File: src/cclx_pkg.sv
// Shared types, character codes and byte-set helpers for the content line lexer.
// No dependencies; used by the lexer top level and its port checker.
package cclx_pkg;

  typedef enum logic [3:0] {
    CL_LNAME = 4'd0,
    CL_PNAME = 4'd1,
    CL_PVAL  = 4'd2,
    CL_LVAL  = 4'd3,
    CL_SEMI  = 4'd4,
    CL_EQ    = 4'd5,
    CL_COMMA = 4'd6,
    CL_COLON = 4'd7,
    CL_QUOTE = 4'd8,
    CL_IGN   = 4'd9
  } class_t;

  typedef enum logic [2:0] {
    ER_NONE   = 3'd0,
    ER_LNAME  = 3'd1,
    ER_COLON  = 3'd2,
    ER_PNAME  = 3'd3,
    ER_EQUALS = 3'd4,
    ER_QUOTE  = 3'd5
  } err_t;

  localparam int unsigned ByteW  = 8;
  localparam int unsigned ClassW = 4;
  localparam int unsigned ErrW   = 3;
  localparam int unsigned UserW  = ClassW + ErrW;

  localparam logic [7:0] CH_SEMI  = 8'h3B;  // ';'
  localparam logic [7:0] CH_COLON = 8'h3A;  // ':'
  localparam logic [7:0] CH_COMMA = 8'h2C;  // ','
  localparam logic [7:0] CH_EQ    = 8'h3D;  // '='
  localparam logic [7:0] CH_QUOTE = 8'h22;  // '"'
  localparam logic [7:0] CH_DASH  = 8'h2D;  // '-'
  localparam logic [7:0] CH_DEL   = 8'h7F;

  // 0x00-0x08, 0x0A-0x1F, DEL; tab is allowed
  function automatic logic is_control(input logic [7:0] c);
    return (c <= 8'h08) || (c >= 8'h0A && c <= 8'h1F) || (c == CH_DEL);
  endfunction

  function automatic logic is_qsafe(input logic [7:0] c);
    return !is_control(c) && (c != CH_QUOTE);
  endfunction

  function automatic logic is_safe(input logic [7:0] c);
    return is_qsafe(c) && (c != CH_SEMI) && (c != CH_COLON) && (c != CH_COMMA);
  endfunction

  function automatic logic is_name(input logic [7:0] c);
    return (c >= 8'h41 && c <= 8'h5A) || (c >= 8'h61 && c <= 8'h7A) ||
           (c >= 8'h30 && c <= 8'h39) || (c == CH_DASH);
  endfunction

endpackage

File: src/calendar_content_line_lexer.sv
// Top level of the calendar content line lexer: input register, lexer logic, result register.
// Depends on cclx_pkg for class/error codes and byte-set helpers.
//
// One byte of an unfolded content line (CR/LF removed) enters per beat on the s_axis side,
// with tlast on the final byte. Each byte leaves on the m_axis side after the input and result
// registers with its lexical class and the first error of the line so far; the beat flagged
// tlast carries the final line status. The block sustains one byte per clock when not stalled:
// the only loop is the lexer state (state, name-token flag, first error) updated once per byte
// by a short decode between the input and result registers. Both sides stall independently;
// a full input register holds while the result register waits for m_axis_tready. After the
// last byte of a line all lexer state returns to its reset value, so lines follow back to back.
module calendar_content_line_lexer (
  input  logic       clk,
  input  logic       rst,
  input  logic       s_axis_tvalid,
  output logic       s_axis_tready,
  input  logic [7:0] s_axis_tdata,   // [7:0] byte_in
  input  logic       s_axis_tlast,   // line_last
  output logic       m_axis_tvalid,
  input  logic       m_axis_tready,
  output logic [7:0] m_axis_tdata,   // [7:0] byte_out
  output logic [6:0] m_axis_tuser,   // [3:0] byte_class, [6:4] error_code
  output logic       m_axis_tlast    // line_done
);

  typedef enum logic [2:0] {
    ST_LNAME, ST_PNAME, ST_VSTART, ST_UNQ, ST_QUOTED, ST_AFTERQ, ST_LVALUE, ST_ERROR
  } state_t;

  // input register
  logic       in_valid;
  logic [7:0] in_byte;
  logic       in_last;

  // result register
  logic            out_valid;
  logic [7:0]      out_byte;
  cclx_pkg::class_t out_class;
  cclx_pkg::err_t   out_err;
  logic            out_last;

  // lexer state
  state_t         state, state_next;
  logic           tok, tok_next;
  cclx_pkg::err_t ferr, ferr_next;

  cclx_pkg::class_t cls;
  cclx_pkg::err_t   err_rpt;

  logic advance;  // result register free to load this cycle
  logic take;     // input beat moves into the result register

  assign advance       = !out_valid || m_axis_tready;
  assign take          = in_valid && advance;
  assign s_axis_tready = !in_valid || advance;

  // Per-byte decode: class and next lexer state.
  always_comb begin
    state_next = state;
    tok_next   = tok;
    ferr_next  = ferr;
    cls        = cclx_pkg::CL_IGN;
    unique case (state)
      ST_LNAME: begin
        if (cclx_pkg::is_name(in_byte)) begin
          tok_next = 1'b1;
          cls      = cclx_pkg::CL_LNAME;
        end else if (!tok) begin
          ferr_next  = cclx_pkg::ER_LNAME;
          state_next = ST_ERROR;
        end else if (in_byte == cclx_pkg::CH_SEMI) begin
          state_next = ST_PNAME;
          tok_next   = 1'b0;
          cls        = cclx_pkg::CL_SEMI;
        end else if (in_byte == cclx_pkg::CH_COLON) begin
          state_next = ST_LVALUE;
          cls        = cclx_pkg::CL_COLON;
        end else begin
          ferr_next  = cclx_pkg::ER_COLON;
          state_next = ST_ERROR;
        end
      end
      ST_PNAME: begin
        if (cclx_pkg::is_name(in_byte)) begin
          tok_next = 1'b1;
          cls      = cclx_pkg::CL_PNAME;
        end else if (!tok) begin
          ferr_next  = cclx_pkg::ER_PNAME;
          state_next = ST_ERROR;
        end else if (in_byte == cclx_pkg::CH_EQ) begin
          state_next = ST_VSTART;
          cls        = cclx_pkg::CL_EQ;
        end else begin
          ferr_next  = cclx_pkg::ER_EQUALS;
          state_next = ST_ERROR;
        end
      end
      ST_VSTART, ST_UNQ, ST_AFTERQ: begin
        if (state == ST_VSTART && in_byte == cclx_pkg::CH_QUOTE) begin
          state_next = ST_QUOTED;
          cls        = cclx_pkg::CL_QUOTE;
        end else if (state != ST_AFTERQ && cclx_pkg::is_safe(in_byte)) begin
          state_next = ST_UNQ;
          cls        = cclx_pkg::CL_PVAL;
        end else if (in_byte == cclx_pkg::CH_COMMA) begin
          state_next = ST_VSTART;
          cls        = cclx_pkg::CL_COMMA;
        end else if (in_byte == cclx_pkg::CH_SEMI) begin
          state_next = ST_PNAME;
          tok_next   = 1'b0;
          cls        = cclx_pkg::CL_SEMI;
        end else if (in_byte == cclx_pkg::CH_COLON) begin
          state_next = ST_LVALUE;
          cls        = cclx_pkg::CL_COLON;
        end else begin
          // neither a value byte nor a delimiter
          ferr_next  = cclx_pkg::ER_COLON;
          state_next = ST_ERROR;
        end
      end
      ST_QUOTED: begin
        if (cclx_pkg::is_qsafe(in_byte)) begin
          cls = cclx_pkg::CL_PVAL;
        end else if (in_byte == cclx_pkg::CH_QUOTE) begin
          state_next = ST_AFTERQ;
          cls        = cclx_pkg::CL_QUOTE;
        end else begin
          ferr_next  = cclx_pkg::ER_QUOTE;
          state_next = ST_ERROR;
        end
      end
      ST_LVALUE: cls = cclx_pkg::CL_LVAL;  // everything after ':' is value
      ST_ERROR:  cls = cclx_pkg::CL_IGN;
      default:   state_next = ST_ERROR;
    endcase
  end

  // Status reported with the byte: running first error, or end-of-line check on the last byte.
  always_comb begin
    err_rpt = ferr_next;
    if (in_last) begin
      unique case (state_next)
        ST_LVALUE: err_rpt = cclx_pkg::ER_NONE;
        ST_PNAME:  err_rpt = tok_next ? cclx_pkg::ER_EQUALS : cclx_pkg::ER_PNAME;
        ST_QUOTED: err_rpt = cclx_pkg::ER_QUOTE;
        ST_ERROR:  err_rpt = ferr_next;
        default:   err_rpt = cclx_pkg::ER_COLON;
      endcase
    end
  end

  always_ff @(posedge clk) begin
    if (rst) begin
      in_valid  <= 1'b0;
      out_valid <= 1'b0;
      state     <= ST_LNAME;
      tok       <= 1'b0;
      ferr      <= cclx_pkg::ER_NONE;
    end else begin
      if (s_axis_tready) begin
        in_valid <= s_axis_tvalid;
        in_byte  <= s_axis_tdata;
        in_last  <= s_axis_tlast;
      end
      if (advance) begin
        out_valid <= in_valid;
      end
      if (take) begin
        out_byte  <= in_byte;
        out_class <= cls;
        out_err   <= err_rpt;
        out_last  <= in_last;
        // a finished line leaves the lexer as after reset
        state     <= in_last ? ST_LNAME : state_next;
        tok       <= in_last ? 1'b0 : tok_next;
        ferr      <= in_last ? cclx_pkg::ER_NONE : ferr_next;
      end
    end
  end

  assign m_axis_tvalid = out_valid;
  assign m_axis_tdata  = out_byte;
  assign m_axis_tuser  = {out_err, out_class};
  assign m_axis_tlast  = out_last;

endmodule

File: config.mk
export PLATFORM = sky130hd
export DESIGN_NAME = calendar_content_line_lexer
export DESIGN_NICKNAME = d
export VERILOG_FILES = /design/src/cclx_pkg.sv /design/src/calendar_content_line_lexer.sv
export SDC_FILE = /design/constraint.sdc
export NUM_CORES = 1
export LEC_CHECK = 0
export BUFFER_PORTS_ARGS = -buffer_cell sky130_fd_sc_hd__buf_2
export CAP_MARGIN = 15
export CORE_MARGIN = 3
export CORE_UTILIZATION = 61
export DETAILED_ROUTE_END_ITERATION = 8
export PLACE_DENSITY_LB_ADDON = 0.15
export SETUP_SLACK_MARGIN = 0.2
export SYNTH_ARGS = -nofsm -noshare
export SYNTH_HDL_FRONTEND = slang
export SYNTH_SLANG_ARGS = --single-unit
File: constraint.sdc
create_clock -name clk -period 6.8 [get_ports clk]
set_input_delay 0.68 -clock clk [delete_from_list [all_inputs] [get_ports clk]]
set_output_delay 0.68 -clock clk [all_outputs]
set_load 0.05 [all_outputs]
Word level (Yosys, flattened, before mapping):

Index checks and enable logic that the tools add are counted.

* bits in registers: 34
* bits in latches: 0
* memory bits (writable): 0
* bits in read-only memories: 0
* input port bits: 13
* output and inout port bits: 18
* memories kept: 0

* add/subtract/negate cells: 0
* $mul: 0
* divide/modulo/power cells: 0
* $lt $le $gt $ge: 9
* equality and inequality tests: 23
* shift operators: 0
* multiplexer cells: 54
* bitwise gates (word level): 1
* reduce and logical (&&, ||, !) cells: 25

Operators with widths (number)
* $mux 3: 26
* $eq 8x6->1 const B: 6
* $mux 4: 11
* $pmux 3 s4: 3
* $ne 8x6->1 const B: 4
* $pmux 4 s6: 1
* $eq 3x3->1 const B: 7
* $ge 8x7->1 const B: 2
* $le 8x7->1 const B: 2
* $logic_and 1x1->1: 11
* $mux 1: 11
* $eq 8x7->1 const B: 1
* $ge 8x4->1 const B: 1
* $ge 8x6->1 const B: 1
* $le 8x4->1 const B: 1
* $le 8x5->1 const B: 1
* $le 8x6->1 const B: 1
* $logic_or 1x1->1: 7
* $eq 3x1->1 const B: 2
* $eq 3x2->1 const B: 2
* $reduce_and 2->1: 2
* $logic_not 1->1: 3
* $logic_not 3->1: 1
* $ne 3x3->1 const B: 1
* other kinds (4): 4

Logic depth before layout (Yosys ltp):

Gate-level depths: netlist (run 1).

* depth after elaboration: 16
* depth in mapped cells: 9

Worst setup path before layout (run 1):

Ideal clock, no wire load.

* kind: flip-flop to flip-flop
* from: reg in_byte[7]
* to: reg out_err[1], data pin
* setup time: 0.261 ns
* arrival time: 2.102 ns
* data required time: 6.539 ns
* path slack: 4.437 ns
* cell stages (with the launch flop): 9
* buffers on the path: 1
* period minus slack after synthesis: 2.363 ns
* path through: edfxtp_1 > or3b_1 > buf_6 > nor4_4 > o21ai_1 > a211oi_2 > o21ai_2 > and2_0 > o311a_1

* longest elaborated chain between the ends: 16
* elaborated cells between the ends (all ways): 78

RTL lines
* start: declaration: RTL line calendar_content_line_lexer.sv:32 `logic [7:0] in_byte;`
* start signal: assignment: RTL line calendar_content_line_lexer.sv:162 `in_byte <= s_axis_tdata;`
* $ge 8x4->1 / $le 8x5->1 (equally long branches): RTL line cclx_pkg.sv:42 `return (c <= 8'h08) || (c >= 8'h0A && c <= 8'h1F) || (c == CH_DEL);`
* $logic_and 1x1->1: RTL line cclx_pkg.sv:42
* $logic_or 1x1->1 (2 in a row): RTL line cclx_pkg.sv:42
* $logic_not 1->1: RTL line cclx_pkg.sv:46 `return !is_control(c) && (c != CH_QUOTE);`
* $logic_and 1x1->1: RTL line cclx_pkg.sv:46
* $logic_and 1x1->1 (3 in a row): RTL line cclx_pkg.sv:50 `return is_qsafe(c) && (c != CH_SEMI) && (c != CH_COLON) && (c != CH_COMMA);`
* $logic_and 1x1->1: RTL line calendar_content_line_lexer.sv:102 `end else if (state != ST_AFTERQ && cclx_pkg::is_safe(in_byte)) begin`
* $mux 3 / $mux 1 (equally long branches): RTL line calendar_content_line_lexer.sv:102
* $mux 3 / $mux 1 (equally long branches): RTL line calendar_content_line_lexer.sv:99 `if (state == ST_VSTART && in_byte == cclx_pkg::CH_QUOTE) begin`
* $pmux 3 s4 / $pmux 1 s3 (equally long branches): RTL line calendar_content_line_lexer.sv:63 `unique case (state)`
* $eq 3x3->1, or another cell as far along: RTL line calendar_content_line_lexer.sv:142 `unique case (state_next)`
* $pmux 3 s4: RTL line calendar_content_line_lexer.sv:142
* $mux 3 *: RTL line calendar_content_line_lexer.sv:141 `if (in_last) begin`
* via err_rpt[1]: RTL line calendar_content_line_lexer.sv:48 `cclx_pkg::err_t err_rpt;`
* end signal: assignment: RTL line calendar_content_line_lexer.sv:171 `out_err <= err_rpt;`
* end: declaration: RTL line calendar_content_line_lexer.sv:39 `cclx_pkg::err_t out_err;`

Mark *: on every way through the listed nets, which the timed path passes. The rest lies on a longest branch.
A chain may end at the register's enable or synchronous reset.

Final worst setup path (run 1):

* from: reg in_byte[0]
* to: reg out_err[0], data pin

The elaborated chain is that of the path after synthesis.

==> results of run 1 <==
## registers in the layout, summed over array words and instances (netlist names)
name and count:
out_err 3, tok 1, m_axis_tdata 8, state 3, ferr 3, m_axis_tvalid 1, in_byte 8, in_last 1
in_valid 1, m_axis_tlast 1, out_class 4
## power by group through the flow
stage	Combinational, uW	Sequential, uW	Clock, uW
3_3_place_gp	78.4	252	0
5_1_grt	87.3	249	118
4_1_cts	78.7	247	109
3_5_place_dp	78.4	252	0
6_report	79.8	248	107
2_1_floorplan	58.8	255	0
## critical path, stage by stage, from the launching register on
cell	delay, ns
sky130_fd_sc_hd__edfxtp_1	0.59
sky130_fd_sc_hd__or4_1	0.61
sky130_fd_sc_hd__o221ai_1	0.39
sky130_fd_sc_hd__nand2_1	0.23
sky130_fd_sc_hd__nor2_1	0.24
sky130_fd_sc_hd__o221a_2	0.26
sky130_fd_sc_hd__o21ai_0	0.08
sky130_fd_sc_hd__nand3b_1	0.17
## synthesized netlist by cell type, drive strengths merged, types with 4 or more instances
| cell | instances |
|---|---|
| o21ai | 7 |
| a31oi | 4 |
| nor2 | 29 |
| nor3 | 8 |
| a22oi | 4 |
| o211ai | 5 |
| edfxtp | 25 |
| dfxtp | 9 |
| inv | 4 |
| nand3 | 6 |
| a21oi | 17 |
| nand2 | 21 |
| clkbuf | 7 |
| a211oi | 4 |
| nand4 | 7 |
| nand2b | 6 |
| buf | 8 |
| nor2b | 4 |
| nor4 | 4 |
## per-stage QoR
stage	hold WS (ns)	std cells	total power [uW]	setup slack, ns
global placement	0.460	288	330	3.98
global route	0.482	296	454	3.80
floorplan	0.425	228	314	4.44
finish	0.478	296	434	4.00
detailed placement	0.467	288	330	4.03
CTS	0.482	296	434	4.00
## cell families after synthesis
group	synth area share, %
buffers and inverters	5.63
AOI/OAI and AO/OA	23.3
DFF	43.2
and+or+nand+nor	27.9
## final cells by class
| class | instances | area, um^2 | area share (%) |
|---|---|---|---|
| flip-flops and latches | 34 | 931 | 40.2 |
| repair buffers | 31 | 158 | 6.81 |
| well taps | 44 | 55.1 | 2.38 |
| clock buffers | 6 | 41.3 | 1.78 |
| clock inverters | 2 | 10.0 | 0.432 |
| inverters | 5 | 18.8 | 0.810 |
| multi-input cells | 174 | 1100 | 47.6 |
## path summary, 6_finish.rpt
check	startpoint	end	slack (ns)
max	in_byte[0]	out_err[0]	4.00
min	ferr[0]	ferr[0]	0.48
max reg2reg	in_byte[0]	out_err[0]	4.00
min reg2reg	ferr[0]	ferr[0]	0.48
## per-layer routing
metal	vias to the layer above	GRT usage, %	routed length (um)	part of all wire, %
li1	926	-	-	-
met2	122	38.7	2150	43
met3	24	5.47	492	9.9
met5	-	0	0	0
met1	886	35.5	2150	44
met4	0	10.1	148	3.0
==> flow_summary.html, run 1 <==
<table>
<tr><th>Metric</th><th>Value</th></tr>
<tr><th colspan="2">Outcome</th></tr>
<tr><td>Status</td><td>finished clean</td></tr>
<tr><th colspan="2">Synthesis</th></tr>
<tr><td>Cell count after synthesis</td><td>228</td></tr>
<tr><td>Synthesized area</td><td>2150 um^2</td></tr>
<tr><td>Top flip-flop cell by instance count after synthesis</td><td>sky130_fd_sc_hd__edfxtp_1</td></tr>
<tr><td>Post-synthesis cell type with the largest combined area</td><td>sky130_fd_sc_hd__edfxtp_1</td></tr>
<tr><td>Synth async-reset ratio</td><td>0%</td></tr>
<tr><td>Total nets after synthesis</td><td>241</td></tr>
<tr><td>Fraction of the yosys area taken by sequential cells</td><td>43.2%</td></tr>
<tr><td>Synth Area per Inst</td><td>9.45 um^2</td></tr>
<tr><td>Post-synth cell types</td><td>67</td></tr>
<tr><td>Top cell type's share of synthesized area</td><td>34.8%</td></tr>
<tr><td>Synthesis warning total</td><td>0</td></tr>
<tr><td>Count of flip-flops with a built-in enable after synthesis</td><td>25</td></tr>
<tr><td>Seq cells post-synth</td><td>34</td></tr>
<tr><td>Top post-synthesis cells by area</td><td>sky130_fd_sc_hd__edfxtp_1 (35%), sky130_fd_sc_hd__dfxtp_1 (8.4%), sky130_fd_sc_hd__nor2_1 (5.1%)</td></tr>
<tr><th colspan="2">Flow run</th></tr>
<tr><td>Count of maximum capacitance violations</td><td>0</td></tr>
<tr><th colspan="2">CTS</th></tr>
<tr><td>Clock slew seen by the registers of the worst setup and hold paths</td><td>0.10 ns</td></tr>
<tr><td>Number of buffers inserted during clock tree synthesis</td><td>5</td></tr>
<tr><td>CTS tree</td><td>yes</td></tr>
<tr><td>Bufs on Longest Clock Path</td><td>2</td></tr>
<tr><td>Hold buffer count at cts</td><td>0</td></tr>
<tr><td>Post-cts resize count</td><td>0</td></tr>
<tr><td>Total number of clock tree sinks</td><td>34</td></tr>
<tr><td>Clk root buf</td><td>sky130_fd_sc_hd__clkbuf_4</td></tr>
<tr><td>Max H-tree Level</td><td>2</td></tr>
<tr><td>Clock latency of the later-clocked register in the worst-skew pair</td><td>0.35 ns</td></tr>
<tr><td>Buffers inserted during post-CTS setup optimization</td><td>0</td></tr>
<tr><th colspan="2">Finish</th></tr>
<tr><td>Number of fill cells in the layout</td><td>271</td></tr>
<tr><td>Share of final-layout standard cells stronger than drive strength 1</td><td>21.0%</td></tr>
<tr><td>Commonest cells after routing, fill and taps aside</td><td>sky130_fd_sc_hd__buf_2 (30), sky130_fd_sc_hd__nor2_1 (29), sky130_fd_sc_hd__edfxtp_1 (25), sky130_fd_sc_hd__nand2_1 (20), sky130_fd_sc_hd__a21oi_1 (16)</td></tr>
<tr><td>Area growth from synthesis to final layout</td><td>7.49%</td></tr>
<tr><td>Most common cell after layout, fill and taps aside</td><td>sky130_fd_sc_hd__buf_2</td></tr>
<tr><td>Final instance area</td><td>2320 um^2</td></tr>
<tr><td>Diodes inserted</td><td>0</td></tr>
<tr><td>Final cell utilization of the core</td><td>72.3%</td></tr>
<tr><td>Number of nets in the layout</td><td>264</td></tr>
<tr><th colspan="2">GRT</th></tr>
<tr><td>GRT overflow</td><td>0</td></tr>
<tr><td>Global Route Usage Sum</td><td>25.5%</td></tr>
<tr><td>Wire length of the first global-routing pass</td><td>8380 um</td></tr>
<tr><td>Maximum number of pins on one net before global-route repair</td><td>18</td></tr>
<tr><td>Number of global-route vias before repair</td><td>1783</td></tr>
<tr><td>Initial antenna violation count</td><td>0</td></tr>
<tr><th colspan="2">Placed design</th></tr>
<tr><td>Placed cell area</td><td>2260 um^2</td></tr>
<tr><td>Hpwl dp</td><td>3490 um</td></tr>
<tr><td>Port Buf Inserts</td><td>30</td></tr>
<tr><td>Final Wtd Congestion</td><td>1.00</td></tr>
<tr><th colspan="2">Power and ir drop</th></tr>
<tr><td>Cell-internal power</td><td>302 uW</td></tr>
<tr><td>Part of the total power dissipated in the clock network</td><td>24.6%</td></tr>
<tr><td>Leakage component of the power</td><td>0.000787 uW</td></tr>
<tr><td>Register share of total power</td><td>57.0%</td></tr>
<tr><td>Combinational fraction of design power</td><td>18.4%</td></tr>
<tr><td>Power density of the placed cells</td><td>188 nW/um^2</td></tr>
<tr><td>Switching pwr</td><td>133 uW</td></tr>
<tr><td>Switching part of the total power</td><td>30.5%</td></tr>
<tr><td>Maximum VDD drop</td><td>0.161 mV</td></tr>
<tr><th colspan="2">Hold path</th></tr>
<tr><td>Min-Delay Path Class</td><td>reg -&gt; reg</td></tr>
<tr><td>WHS Path Cells</td><td>2</td></tr>
<tr><th colspan="2">Timing</th></tr>
<tr><td>Fin. max-slew vios</td><td>0</td></tr>
<tr><td>Worst slew margin relative to its limit</td><td>42.2%</td></tr>
<tr><td>Worst-margin pin slew</td><td>0.864 ns</td></tr>
<tr><td>Fin crit period</td><td>2.80 ns</td></tr>
<tr><td>Unrepaired setup endpoints after global routing</td><td>false</td></tr>
<tr><td>Fmax</td><td>358 MHz</td></tr>
<tr><td>Number of endpoints with negative hold slack in the final report</td><td>0</td></tr>
<tr><td>Final Setup Violations</td><td>0</td></tr>
<tr><td>Portion of the clock cycle consumed by the worst path in the final layout</td><td>41.1%</td></tr>
<tr><td>TNS Setup</td><td>0 ns</td></tr>
<tr><td>Worst clock skew</td><td>0.00431 ns</td></tr>
<tr><th colspan="2">Setup path</th></tr>
<tr><td>Largest fanout on the critical path</td><td>13</td></tr>
<tr><td>Critical Path RT</td><td>6.91 ns</td></tr>
<tr><td>Depth of the worst register-to-register path</td><td>7</td></tr>
<tr><td>Critical path endpoint category</td><td>flip-flop</td></tr>
<tr><td>Setup Crit Path Kind</td><td>reg -&gt; reg</td></tr>
<tr><td>Critical Path Source Type</td><td>flip-flop</td></tr>
<tr><td>Arr. time, crit path</td><td>2.90 ns</td></tr>
<tr><th colspan="2">Floorplanning</th></tr>
<tr><td>Height of the die</td><td>65.4 um</td></tr>
<tr><td>Number of primary I/O pins</td><td>31</td></tr>
<tr><td>Die area</td><td>4280 um^2</td></tr>
<tr><td>Core Footprint</td><td>3200 um^2</td></tr>
<tr><td>Number of placement rows</td><td>20</td></tr>
<tr><td>Effective utilization at floorplan</td><td>67.3%</td></tr>
<tr><td>Die width</td><td>65.4 um</td></tr>
<tr><th colspan="2">Route</th></tr>
<tr><td>Number of vias per cell after detailed routing</td><td>6.61</td></tr>
<tr><td>Number of remaining DRC errors</td><td>0</td></tr>
<tr><td>Number of detailed-route iterations in the first pass</td><td>6</td></tr>
<tr><td>Total via count after detailed routing</td><td>1958</td></tr>
<tr><td>Initial drt markers</td><td>232</td></tr>
<tr><td>Drt wl/cell</td><td>16.7 um</td></tr>
<tr><td>Remaining antenna violation count after routing</td><td>0</td></tr>
<tr><td>Total routed wirelength</td><td>4950 um</td></tr>
</table>
No activity file was read; power rests on OpenSTA's default activity.
==> inputs of run 2 (changes only) <==
--- a/config.mk
+++ b/config.mk
@@ -8,7 +8,7 @@
 export BUFFER_PORTS_ARGS = -buffer_cell sky130_fd_sc_hd__buf_2
 export CAP_MARGIN = 15
 export CORE_MARGIN = 3
-export CORE_UTILIZATION = 61
+export CORE_UTILIZATION = 51
 export DETAILED_ROUTE_END_ITERATION = 8
 export PLACE_DENSITY_LB_ADDON = 0.15
 export SETUP_SLACK_MARGIN = 0.2
==> constraint.sdc (replaced) <==
create_clock -name clk -period 2.3 [get_ports clk]
set_input_delay 0.23 -clock clk [delete_from_list [all_inputs] [get_ports clk]]
set_output_delay 0.23 -clock clk [all_outputs]
set_load 0.05 [all_outputs]
==> run 2 against run 1 <==
The flow now finishes with violations (negative setup slack). Total power rose to 3.5 times the previous value. Maximum frequency up 17%. Die area up 18%. Global-route usage down 0.48 points. Clock skew up 0.0011 ns. Register-to-register slack worse by 4.1 ns.
==> flow_summary.html, run 2 (synthesis gave the netlist of run 1 again) <==
<table>
<tr><th>Metric</th><th>Value</th></tr>
<tr><th colspan="2">Outcome</th></tr>
<tr><td>Status</td><td>complete, but fails checks (was finished clean)</td></tr>
<tr><td>Violations in the final reports</td><td>negative setup slack</td></tr>
<tr><th colspan="2">GRT</th></tr>
<tr><td>Global Route Usage Sum</td><td>25.0% (was 25.5%)</td></tr>
<tr><td>Number of global-route vias before repair</td><td>2088 (was 1783)</td></tr>
<tr><td>GRT overflow</td><td>0 (unchanged)</td></tr>
<tr><td>Maximum number of pins on one net before global-route repair</td><td>16 (was 18)</td></tr>
<tr><td>Wire length of the first global-routing pass</td><td>9890 um (was 8380 um)</td></tr>
<tr><td>Initial antenna violation count</td><td>0 (unchanged)</td></tr>
<tr><th colspan="2">CTS</th></tr>
<tr><td>Bufs on Longest Clock Path</td><td>2 (unchanged)</td></tr>
<tr><td>Clk root buf</td><td>sky130_fd_sc_hd__clkbuf_8 (was sky130_fd_sc_hd__clkbuf_4)</td></tr>
<tr><td>Hold buffer count at cts</td><td>0 (unchanged)</td></tr>
<tr><td>Clock latency of the later-clocked register in the worst-skew pair</td><td>0.29 ns (was 0.35 ns)</td></tr>
<tr><td>Total number of clock tree sinks</td><td>34 (unchanged)</td></tr>
<tr><td>Clock slew seen by the registers of the worst setup and hold paths</td><td>0.07 ns (was 0.10 ns)</td></tr>
<tr><td>Max H-tree Level</td><td>2 (unchanged)</td></tr>
<tr><td>CTS tree</td><td>yes (unchanged)</td></tr>
<tr><td>Number of buffers inserted during clock tree synthesis</td><td>5 (unchanged)</td></tr>
<tr><th colspan="2">Power and ir drop</th></tr>
<tr><td>Maximum VDD drop</td><td>0.393 mV (was 0.161 mV)</td></tr>
<tr><td>Pwr Total</td><td>1530 uW (was 434 uW)</td></tr>
<tr><td>Leakage component of the power</td><td>0.00113 uW (was 0.000787 uW)</td></tr>
<tr><td>Power density of the placed cells</td><td>498 nW/um^2 (was 188 nW/um^2)</td></tr>
<tr><th colspan="2">Finish</th></tr>
<tr><td>Diodes inserted</td><td>0 (unchanged)</td></tr>
<tr><td>Final instance area</td><td>3070 um^2 (was 2320 um^2)</td></tr>
<tr><td>Commonest cells after routing, fill and taps aside</td><td>sky130_fd_sc_hd__buf_4 (44), sky130_fd_sc_hd__buf_2 (30), sky130_fd_sc_hd__edfxtp_1 (25), sky130_fd_sc_hd__nor2_1 (23), sky130_fd_sc_hd__nand2_1 (18) (was sky130_fd_sc_hd__buf_2 (30), sky130_fd_sc_hd__nor2_1 (29), sky130_fd_sc_hd__edfxtp_1 (25), sky130_fd_sc_hd__nand2_1 (20), sky130_fd_sc_hd__a21oi_1 (16))</td></tr>
<tr><td>Share of final-layout standard cells stronger than drive strength 1</td><td>46.9% (was 21.0%)</td></tr>
<tr><td>Area growth from synthesis to final layout</td><td>42.6% (was 7.49%)</td></tr>
<tr><td>Number of nets in the layout</td><td>317 (was 264)</td></tr>
<tr><td>Most common cell after layout, fill and taps aside</td><td>sky130_fd_sc_hd__buf_4 (was sky130_fd_sc_hd__buf_2)</td></tr>
<tr><th colspan="2">Route</th></tr>
<tr><td>Number of detailed-route iterations in the first pass</td><td>5 (was 6)</td></tr>
<tr><td>Initial drt markers</td><td>307 (was 232)</td></tr>
<tr><td>Remaining antenna violation count after routing</td><td>0 (unchanged)</td></tr>
<tr><td>Number of vias per cell after detailed routing</td><td>6.48 (was 6.61)</td></tr>
<tr><td>Drt wl/cell</td><td>19.1 um (was 16.7 um)</td></tr>
<tr><td>Number of remaining DRC errors</td><td>0 (unchanged)</td></tr>
<tr><td>Total routed wirelength</td><td>6740 um (was 4950 um)</td></tr>
<tr><td>Total via count after detailed routing</td><td>2288 (was 1958)</td></tr>
<tr><th colspan="2">Placed design</th></tr>
<tr><td>Hpwl dp</td><td>4040 um (was 3490 um)</td></tr>
<tr><td>Placed cell area</td><td>2590 um^2 (was 2260 um^2)</td></tr>
<tr><td>Port Buf Inserts</td><td>30 (unchanged)</td></tr>
<tr><td>Final Wtd Congestion</td><td>0.976 (was 1.00)</td></tr>
<tr><th colspan="2">Floorplanning</th></tr>
<tr><td>Height of the die</td><td>71.0 um (was 65.4 um)</td></tr>
<tr><td>Core Footprint</td><td>3850 um^2 (was 3200 um^2)</td></tr>
<tr><td>Effective utilization at floorplan</td><td>55.9% (was 67.3%)</td></tr>
<tr><td>Number of primary I/O pins</td><td>31 (unchanged)</td></tr>
<tr><td>Die width</td><td>71.0 um (was 65.4 um)</td></tr>
<tr><td>Number of placement rows</td><td>22 (was 20)</td></tr>
<tr><td>Die area</td><td>5040 um^2 (was 4280 um^2)</td></tr>
<tr><th colspan="2">Setup path</th></tr>
<tr><td>Arr. time, crit path</td><td>2.43 ns (was 2.90 ns)</td></tr>
<tr><td>Critical path endpoint category</td><td>flip-flop (unchanged)</td></tr>
<tr><td>Critical Path Source Type</td><td>flip-flop (unchanged)</td></tr>
<tr><td>Largest fanout on the critical path</td><td>6 (was 13)</td></tr>
<tr><td>Critical Path RT</td><td>2.34 ns (was 6.91 ns)</td></tr>
<tr><td>Setup Crit Path Kind</td><td>reg -&gt; reg (unchanged)</td></tr>
<tr><th colspan="2">Timing</th></tr>
<tr><td>Fin crit period</td><td>2.38 ns (was 2.80 ns)</td></tr>
<tr><td>Fmax</td><td>419 MHz (was 358 MHz)</td></tr>
<tr><td>Portion of the clock cycle consumed by the worst path in the final layout</td><td>104% (was 41.1%)</td></tr>
<tr><td>Minimum setup slack in the final design</td><td>-0.0846 ns (was 4.00 ns)</td></tr>
<tr><td>Worst slew margin relative to its limit</td><td>61.3% (was 42.2%)</td></tr>
<tr><td>Fin. max-slew vios</td><td>0 (unchanged)</td></tr>
<tr><td>Worst-margin pin slew</td><td>0.578 ns (was 0.864 ns)</td></tr>
<tr><td>TNS Setup</td><td>-0.212 ns (was 0 ns)</td></tr>
<tr><td>Worst clock skew</td><td>0.00537 ns (was 0.00431 ns)</td></tr>
<tr><td>Unrepaired setup endpoints after global routing</td><td>true (was false)</td></tr>
<tr><td>Number of endpoints with negative hold slack in the final report</td><td>0 (unchanged)</td></tr>
<tr><td>Final Setup Violations</td><td>4 (was 0)</td></tr>
<tr><th colspan="2">Hold path</th></tr>
<tr><td>Min-Delay Path Class</td><td>in -&gt; reg (was reg -&gt; reg)</td></tr>
<tr><th colspan="2">Flow run</th></tr>
<tr><td>Count of maximum capacitance violations</td><td>0 (unchanged)</td></tr>
</table>
## run 2: cell count changes in the layout (fill, tap and decap cells not counted), sizes merged
cell and change:
buf +53
## run 2: final cells by class
class | count | area, um^2
inverter | 5 | 18.8
clock buffer | 6 | 72.6
clock inverter | 2 | 8.76
timing repair buffer | 84 | 593
multi-input combinational | 174 | 1390
fill | 226 | 781
sequential | 34 | 931
tap | 48 | 60.1
## run 2: final timing paths
check / end / cells after the start / from / slack, ns
setup / recovery: out_err[1] / 8 / in_byte[2] / -0.08
hold / removal: in_byte[2] / 1 / s_axis_tdata[2] / 0.11
setup reg to reg: out_err[1] / 8 / in_byte[2] / -0.08
hold reg to reg: ferr[2] / 2 / ferr[2] / 0.53
## run 2: critical path: stages (launching register included)
cell                       delay (ns)
sky130_fd_sc_hd__edfxtp_1        0.49
sky130_fd_sc_hd__buf_6           0.17
sky130_fd_sc_hd__nand3b_1        0.27
sky130_fd_sc_hd__nor4_2          0.28
sky130_fd_sc_hd__o21ai_1         0.14
sky130_fd_sc_hd__a211oi_2        0.21
sky130_fd_sc_hd__o21ai_2         0.13
sky130_fd_sc_hd__and2_0          0.15
sky130_fd_sc_hd__o311a_1         0.28
## run 2: power by group
part | switching, uW | internal (uW) | total, uW
combinational | 229 | 164 | 393
clock | 217 | 208 | 425
sequential | 22.7 | 689 | 712
## run 2: layer usage
layer / routed length, um / up-vias / GRT usage, %
met3: 683 / 44 / 6.39
met4: 415 / 0 / 16.1
li1: - / 1032 / -
met5: 0 / - / 0
met2: 2980 / 155 / 38.2
met1: 2660 / 1057 / 31.3
## run 2: what timing repair did
item                       in CTS  in global routing
setup buffers                   7                  8
pin swaps                      15                 29
resized for setup              35                 25
setup endpoints to repair      11                 14
## run 2: stage by stage
stage / instances / utilization (%) / hold WS [ns] / setup WS [ns]
2_1_floorplan: 228 / - / 0.303 / 0.0172
3_3_place_gp: 330 / 67.1 / 0.406 / -0.0740
3_5_place_dp: 330 / 67.1 / 0.409 / -0.122
4_1_cts: 345 / 75.6 / 0.103 / -0.0135
5_1_grt: 353 / 79.7 / 0.103 / -0.154
6_report: 353 / 79.7 / 0.112 / -0.0846
==> inputs of run 3 (changes only) <==
--- a/config.mk
+++ b/config.mk
@@ -10,6 +10,7 @@
 export CORE_MARGIN = 3
 export CORE_UTILIZATION = 51
 export DETAILED_ROUTE_END_ITERATION = 8
+export GPL_TIMING_DRIVEN = 0
 export PLACE_DENSITY_LB_ADDON = 0.15
 export SETUP_SLACK_MARGIN = 0.2
 export SYNTH_ARGS = -nofsm -noshare
==> run 3 against run 2 <==
The flow still finishes with violations (negative setup slack). Setup slack worse by 0.32 ns. First-iteration DRC count rose by 46%. Sequential power shrank 0.7%. Global-route usage grew 1.0 points. Sequential cell count unchanged. Largest cell class unchanged.
==> flow_summary.html, run 3 (synthesis gave the netlist of run 1 again) <==
<table>
<tr><th>Metric</th><th>Value</th></tr>
<tr><th colspan="2">Timing</th></tr>
<tr><td>Final Setup Violations</td><td>7 (was 4)</td></tr>
<tr><td>Portion of the clock cycle consumed by the worst path in the final layout</td><td>118% (was 104%)</td></tr>
<tr><td>Minimum setup slack in the final design</td><td>-0.404 ns (was -0.0846 ns)</td></tr>
<tr><td>Fin. max-slew vios</td><td>0 (unchanged)</td></tr>
<tr><td>Worst slew margin relative to its limit</td><td>46.9% (was 61.3%)</td></tr>
<tr><td>Worst-margin pin slew</td><td>0.796 ns (was 0.578 ns)</td></tr>
<tr><td>Worst clock skew</td><td>0.00960 ns (was 0.00537 ns)</td></tr>
<tr><td>Fmax</td><td>370 MHz (was 419 MHz)</td></tr>
<tr><td>Worst hold margin</td><td>0.0937 ns (was 0.112 ns)</td></tr>
<tr><td>Fin crit period</td><td>2.70 ns (was 2.38 ns)</td></tr>
<tr><td>Number of endpoints with negative hold slack in the final report</td><td>0 (unchanged)</td></tr>
<tr><td>Unrepaired setup endpoints after global routing</td><td>true (unchanged)</td></tr>
<tr><th colspan="2">Route</th></tr>
<tr><td>Total via count after detailed routing</td><td>2500 (was 2288)</td></tr>
<tr><td>Number of vias per cell after detailed routing</td><td>7.12 (was 6.48)</td></tr>
<tr><td>Initial drt markers</td><td>448 (was 307)</td></tr>
<tr><td>Total routed wirelength</td><td>7360 um (was 6740 um)</td></tr>
<tr><td>Number of detailed-route iterations in the first pass</td><td>6 (was 5)</td></tr>
<tr><td>Remaining antenna violation count after routing</td><td>0 (unchanged)</td></tr>
<tr><td>Number of remaining DRC errors</td><td>0 (unchanged)</td></tr>
<tr><td>Drt wl/cell</td><td>21.0 um (was 19.1 um)</td></tr>
<tr><th colspan="2">Setup path</th></tr>
<tr><td>Crit-path slowest cell</td><td>sky130_fd_sc_hd__nor4_2 (was sky130_fd_sc_hd__edfxtp_1)</td></tr>
<tr><td>Number of buffers and inverters on the critical path</td><td>4 (was 1)</td></tr>
<tr><td>Critical Path RT</td><td>2.34 ns (about the same)</td></tr>
<tr><td>Largest fanout on the critical path</td><td>7 (was 6)</td></tr>
<tr><td>Cell type group with the largest total delay on the critical path</td><td>simple AND/OR/NAND/NOR gates (was compound AO/OA/AOI/OAI gates)</td></tr>
<tr><td>Maximum cell stage delay along the critical path</td><td>0.50 ns (was 0.49 ns)</td></tr>
<tr><td>Critical path endpoint category</td><td>flip-flop (unchanged)</td></tr>
<tr><td>Arr. time, crit path</td><td>2.74 ns (was 2.43 ns)</td></tr>
<tr><td>Worst reg2reg path startpoint</td><td>in_byte[1] (was in_byte[2])</td></tr>
<tr><td>Worst setup path startpoint</td><td>in_byte[1] (was in_byte[2])</td></tr>
<tr><td>Setup Crit Path Kind</td><td>reg -&gt; reg (unchanged)</td></tr>
<tr><td>List of cells traversed by the critical path</td><td>buf_6 &gt; buf_12 &gt; nand3b_1 &gt; nor4_2 &gt; o21ai_1 &gt; a211oi_2 &gt; o21ai_2 &gt; buf_4 &gt; buf_6 &gt; nand4bb_1 &gt; nand3b_1 (was buf_6 &gt; nand3b_1 &gt; nor4_2 &gt; o21ai_1 &gt; a211oi_2 &gt; o21ai_2 &gt; and2_0 &gt; o311a_1)</td></tr>
<tr><td>Critical Path Source Type</td><td>flip-flop (unchanged)</td></tr>
<tr><th colspan="2">Finish</th></tr>
<tr><td>Number of nets in the layout</td><td>316 (was 317)</td></tr>
<tr><td>Commonest cells after routing, fill and taps aside</td><td>sky130_fd_sc_hd__buf_4 (35), sky130_fd_sc_hd__buf_2 (31), sky130_fd_sc_hd__nor2_1 (26), sky130_fd_sc_hd__edfxtp_1 (25), sky130_fd_sc_hd__nand2_1 (19) (was sky130_fd_sc_hd__buf_4 (44), sky130_fd_sc_hd__buf_2 (30), sky130_fd_sc_hd__edfxtp_1 (25), sky130_fd_sc_hd__nor2_1 (23), sky130_fd_sc_hd__nand2_1 (18))</td></tr>
<tr><td>Diodes inserted</td><td>0 (unchanged)</td></tr>
<tr><td>Number of fill cells in the layout</td><td>226 (unchanged)</td></tr>
<tr><td>Filler-free cell count of the finished design</td><td>351 (was 353)</td></tr>
<tr><td>Area growth from synthesis to final layout</td><td>41.6% (was 42.6%)</td></tr>
<tr><td>Share of final-layout standard cells stronger than drive strength 1</td><td>45.2% (was 46.9%)</td></tr>
<tr><td>Most common cell after layout, fill and taps aside</td><td>sky130_fd_sc_hd__buf_4 (unchanged)</td></tr>
<tr><th colspan="2">GRT</th></tr>
<tr><td>Maximum number of pins on one net before global-route repair</td><td>17 (was 16)</td></tr>
<tr><td>Wire length of the first global-routing pass</td><td>10400 um (was 9890 um)</td></tr>
<tr><td>Number of global-route vias before repair</td><td>2162 (was 2088)</td></tr>
<tr><td>GRT overflow</td><td>0 (unchanged)</td></tr>
<tr><td>Global Route Usage Sum</td><td>26.0% (was 25.0%)</td></tr>
<tr><td>Initial antenna violation count</td><td>0 (unchanged)</td></tr>
<tr><th colspan="2">Floorplanning</th></tr>
<tr><td>Effective utilization at floorplan</td><td>55.9% (unchanged)</td></tr>
<tr><td>Number of primary I/O pins</td><td>31 (unchanged)</td></tr>
<tr><td>Height of the die</td><td>71.0 um (unchanged)</td></tr>
<tr><td>Core Footprint</td><td>3850 um^2 (unchanged)</td></tr>
<tr><td>Die area</td><td>5040 um^2 (unchanged)</td></tr>
<tr><td>Number of placement rows</td><td>22 (unchanged)</td></tr>
<tr><td>Die width</td><td>71.0 um (unchanged)</td></tr>
<tr><th colspan="2">CTS</th></tr>
<tr><td>Hold buffer count at cts</td><td>0 (unchanged)</td></tr>
<tr><td>CTS tree</td><td>yes (unchanged)</td></tr>
<tr><td>Number of buffers inserted during clock tree synthesis</td><td>5 (unchanged)</td></tr>
<tr><td>Clock latency of the later-clocked register in the worst-skew pair</td><td>0.30 ns (was 0.29 ns)</td></tr>
<tr><td>Bufs on Longest Clock Path</td><td>2 (unchanged)</td></tr>
<tr><td>Clk root buf</td><td>sky130_fd_sc_hd__clkbuf_8 (unchanged)</td></tr>
<tr><td>Max H-tree Level</td><td>2 (unchanged)</td></tr>
<tr><td>Clock slew seen by the registers of the worst setup and hold paths</td><td>0.07 ns (about the same)</td></tr>
<tr><td>Total number of clock tree sinks</td><td>34 (unchanged)</td></tr>
<tr><th colspan="2">Placed design</th></tr>
<tr><td>Hpwl dp</td><td>3810 um (was 4040 um)</td></tr>
<tr><td>Placed cells</td><td>306 (was 330)</td></tr>
<tr><td>Worst slack at placement</td><td>-0.336 ns (was -0.122 ns)</td></tr>
<tr><td>Final Wtd Congestion</td><td>0.974 (was 0.976)</td></tr>
<tr><td>Port Buf Inserts</td><td>30 (unchanged)</td></tr>
<tr><th colspan="2">Hold path</th></tr>
<tr><td>Min-Delay Path Class</td><td>in -&gt; reg (unchanged)</td></tr>
<tr><td>Hold wc startpoint</td><td>rst (was s_axis_tdata[2])</td></tr>
<tr><th colspan="2">Power and ir drop</th></tr>
<tr><td>Combinational fraction of design power</td><td>26.9% (was 25.7%)</td></tr>
<tr><td>Register share of total power</td><td>45.8% (was 46.5%)</td></tr>
<tr><td>Cell-internal power</td><td>1060 uW (about the same)</td></tr>
<tr><td>Part of the total power dissipated in the clock network</td><td>27.3% (was 27.8%)</td></tr>
<tr><td>Switching pwr</td><td>483 uW (was 469 uW)</td></tr>
<tr><td>Pwr Total</td><td>1540 uW (was 1530 uW)</td></tr>
<tr><td>Leakage component of the power</td><td>0.00111 uW (was 0.00113 uW)</td></tr>
<tr><td>Maximum VDD drop</td><td>0.479 mV (was 0.393 mV)</td></tr>
<tr><td>Power density of the placed cells</td><td>506 nW/um^2 (was 498 nW/um^2)</td></tr>
<tr><td>Switching part of the total power</td><td>31.3% (was 30.7%)</td></tr>
<tr><th colspan="2">Flow run</th></tr>
<tr><td>Count of maximum capacitance violations</td><td>0 (unchanged)</td></tr>
<tr><th colspan="2">Outcome</th></tr>
<tr><td>Violations in the final reports</td><td>negative setup slack (unchanged)</td></tr>
<tr><td>Status</td><td>complete, but fails checks (unchanged)</td></tr>
</table>
run 3: cell type report:
type	count	area, um^2	share of cell area (%)
inverters	5	20.0	0.656
well taps	48	60.1	1.97
multi-input cells	174	1390	45.4
clock buffers	5	68.8	2.26
clock inverters	2	10.0	0.328
plain buffers	15	125	4.10
flip-flops and latches	34	931	30.5
repair buffers	68	450	14.8
run 3: worst paths after layout:
check	to	slack, ns	depth (start not counted)
setup / recovery	out_err[0]	-0.40	11
hold / removal	ferr[1]	0.09	2
setup reg to reg	out_err[0]	-0.40	11
hold reg to reg	m_axis_tlast	0.46	0
run 3: timing repair:
item,in CTS,in global routing
pin swaps,14,31
buffers inserted,20,18
gates resized for setup,33,30
gates cloned,0,0
setup endpoints to repair,14,30
run 3: through the flow:
stage	instance area [um^2]	setup TNS, ns	util, %
3_3_place_gp	2400	-1.06	62.2
2_1_floorplan	2190	0	-
5_1_grt	3050	-1.96	79.2
6_report	3050	-1.47	79.2
3_5_place_dp	2400	-1.15	62.2
4_1_cts	2800	-0.417	72.6
run 3: power groups by stage:
| stage | logic, uW | clock network [uW] | registers [uW] |
|---|---|---|---|
| floorplan | 179 | 0 | 754 |
| global placement | 273 | 0 | 723 |
| CTS | 343 | 421 | 705 |
| finish | 415 | 421 | 707 |
| detailed placement | 277 | 0 | 724 |
| global route | 436 | 455 | 709 |
run 3: worst reg2reg max path: stages (launching register included):
cell,delay (ns)
sky130_fd_sc_hd__edfxtp_1,0.48
sky130_fd_sc_hd__buf_6,0.15
sky130_fd_sc_hd__buf_12,0.11
sky130_fd_sc_hd__nand3b_1,0.20
sky130_fd_sc_hd__nor4_2,0.50
sky130_fd_sc_hd__o21ai_1,0.17
sky130_fd_sc_hd__a211oi_2,0.27
sky130_fd_sc_hd__o21ai_2,0.12
sky130_fd_sc_hd__buf_4,0.15
sky130_fd_sc_hd__buf_6,0.11
sky130_fd_sc_hd__nand4bb_1,0.08
sky130_fd_sc_hd__nand3b_1,0.11
run 3: routing by layer:
| layer | routed length (um) | GRT usage, % |
|---|---|---|
| met1 | 2720 | 32.9 |
| met2 | 3260 | 41.3 |
| met3 | 896 | 7.24 |
| met4 | 479 | 12.1 |
| met5 | 0 | 0 |
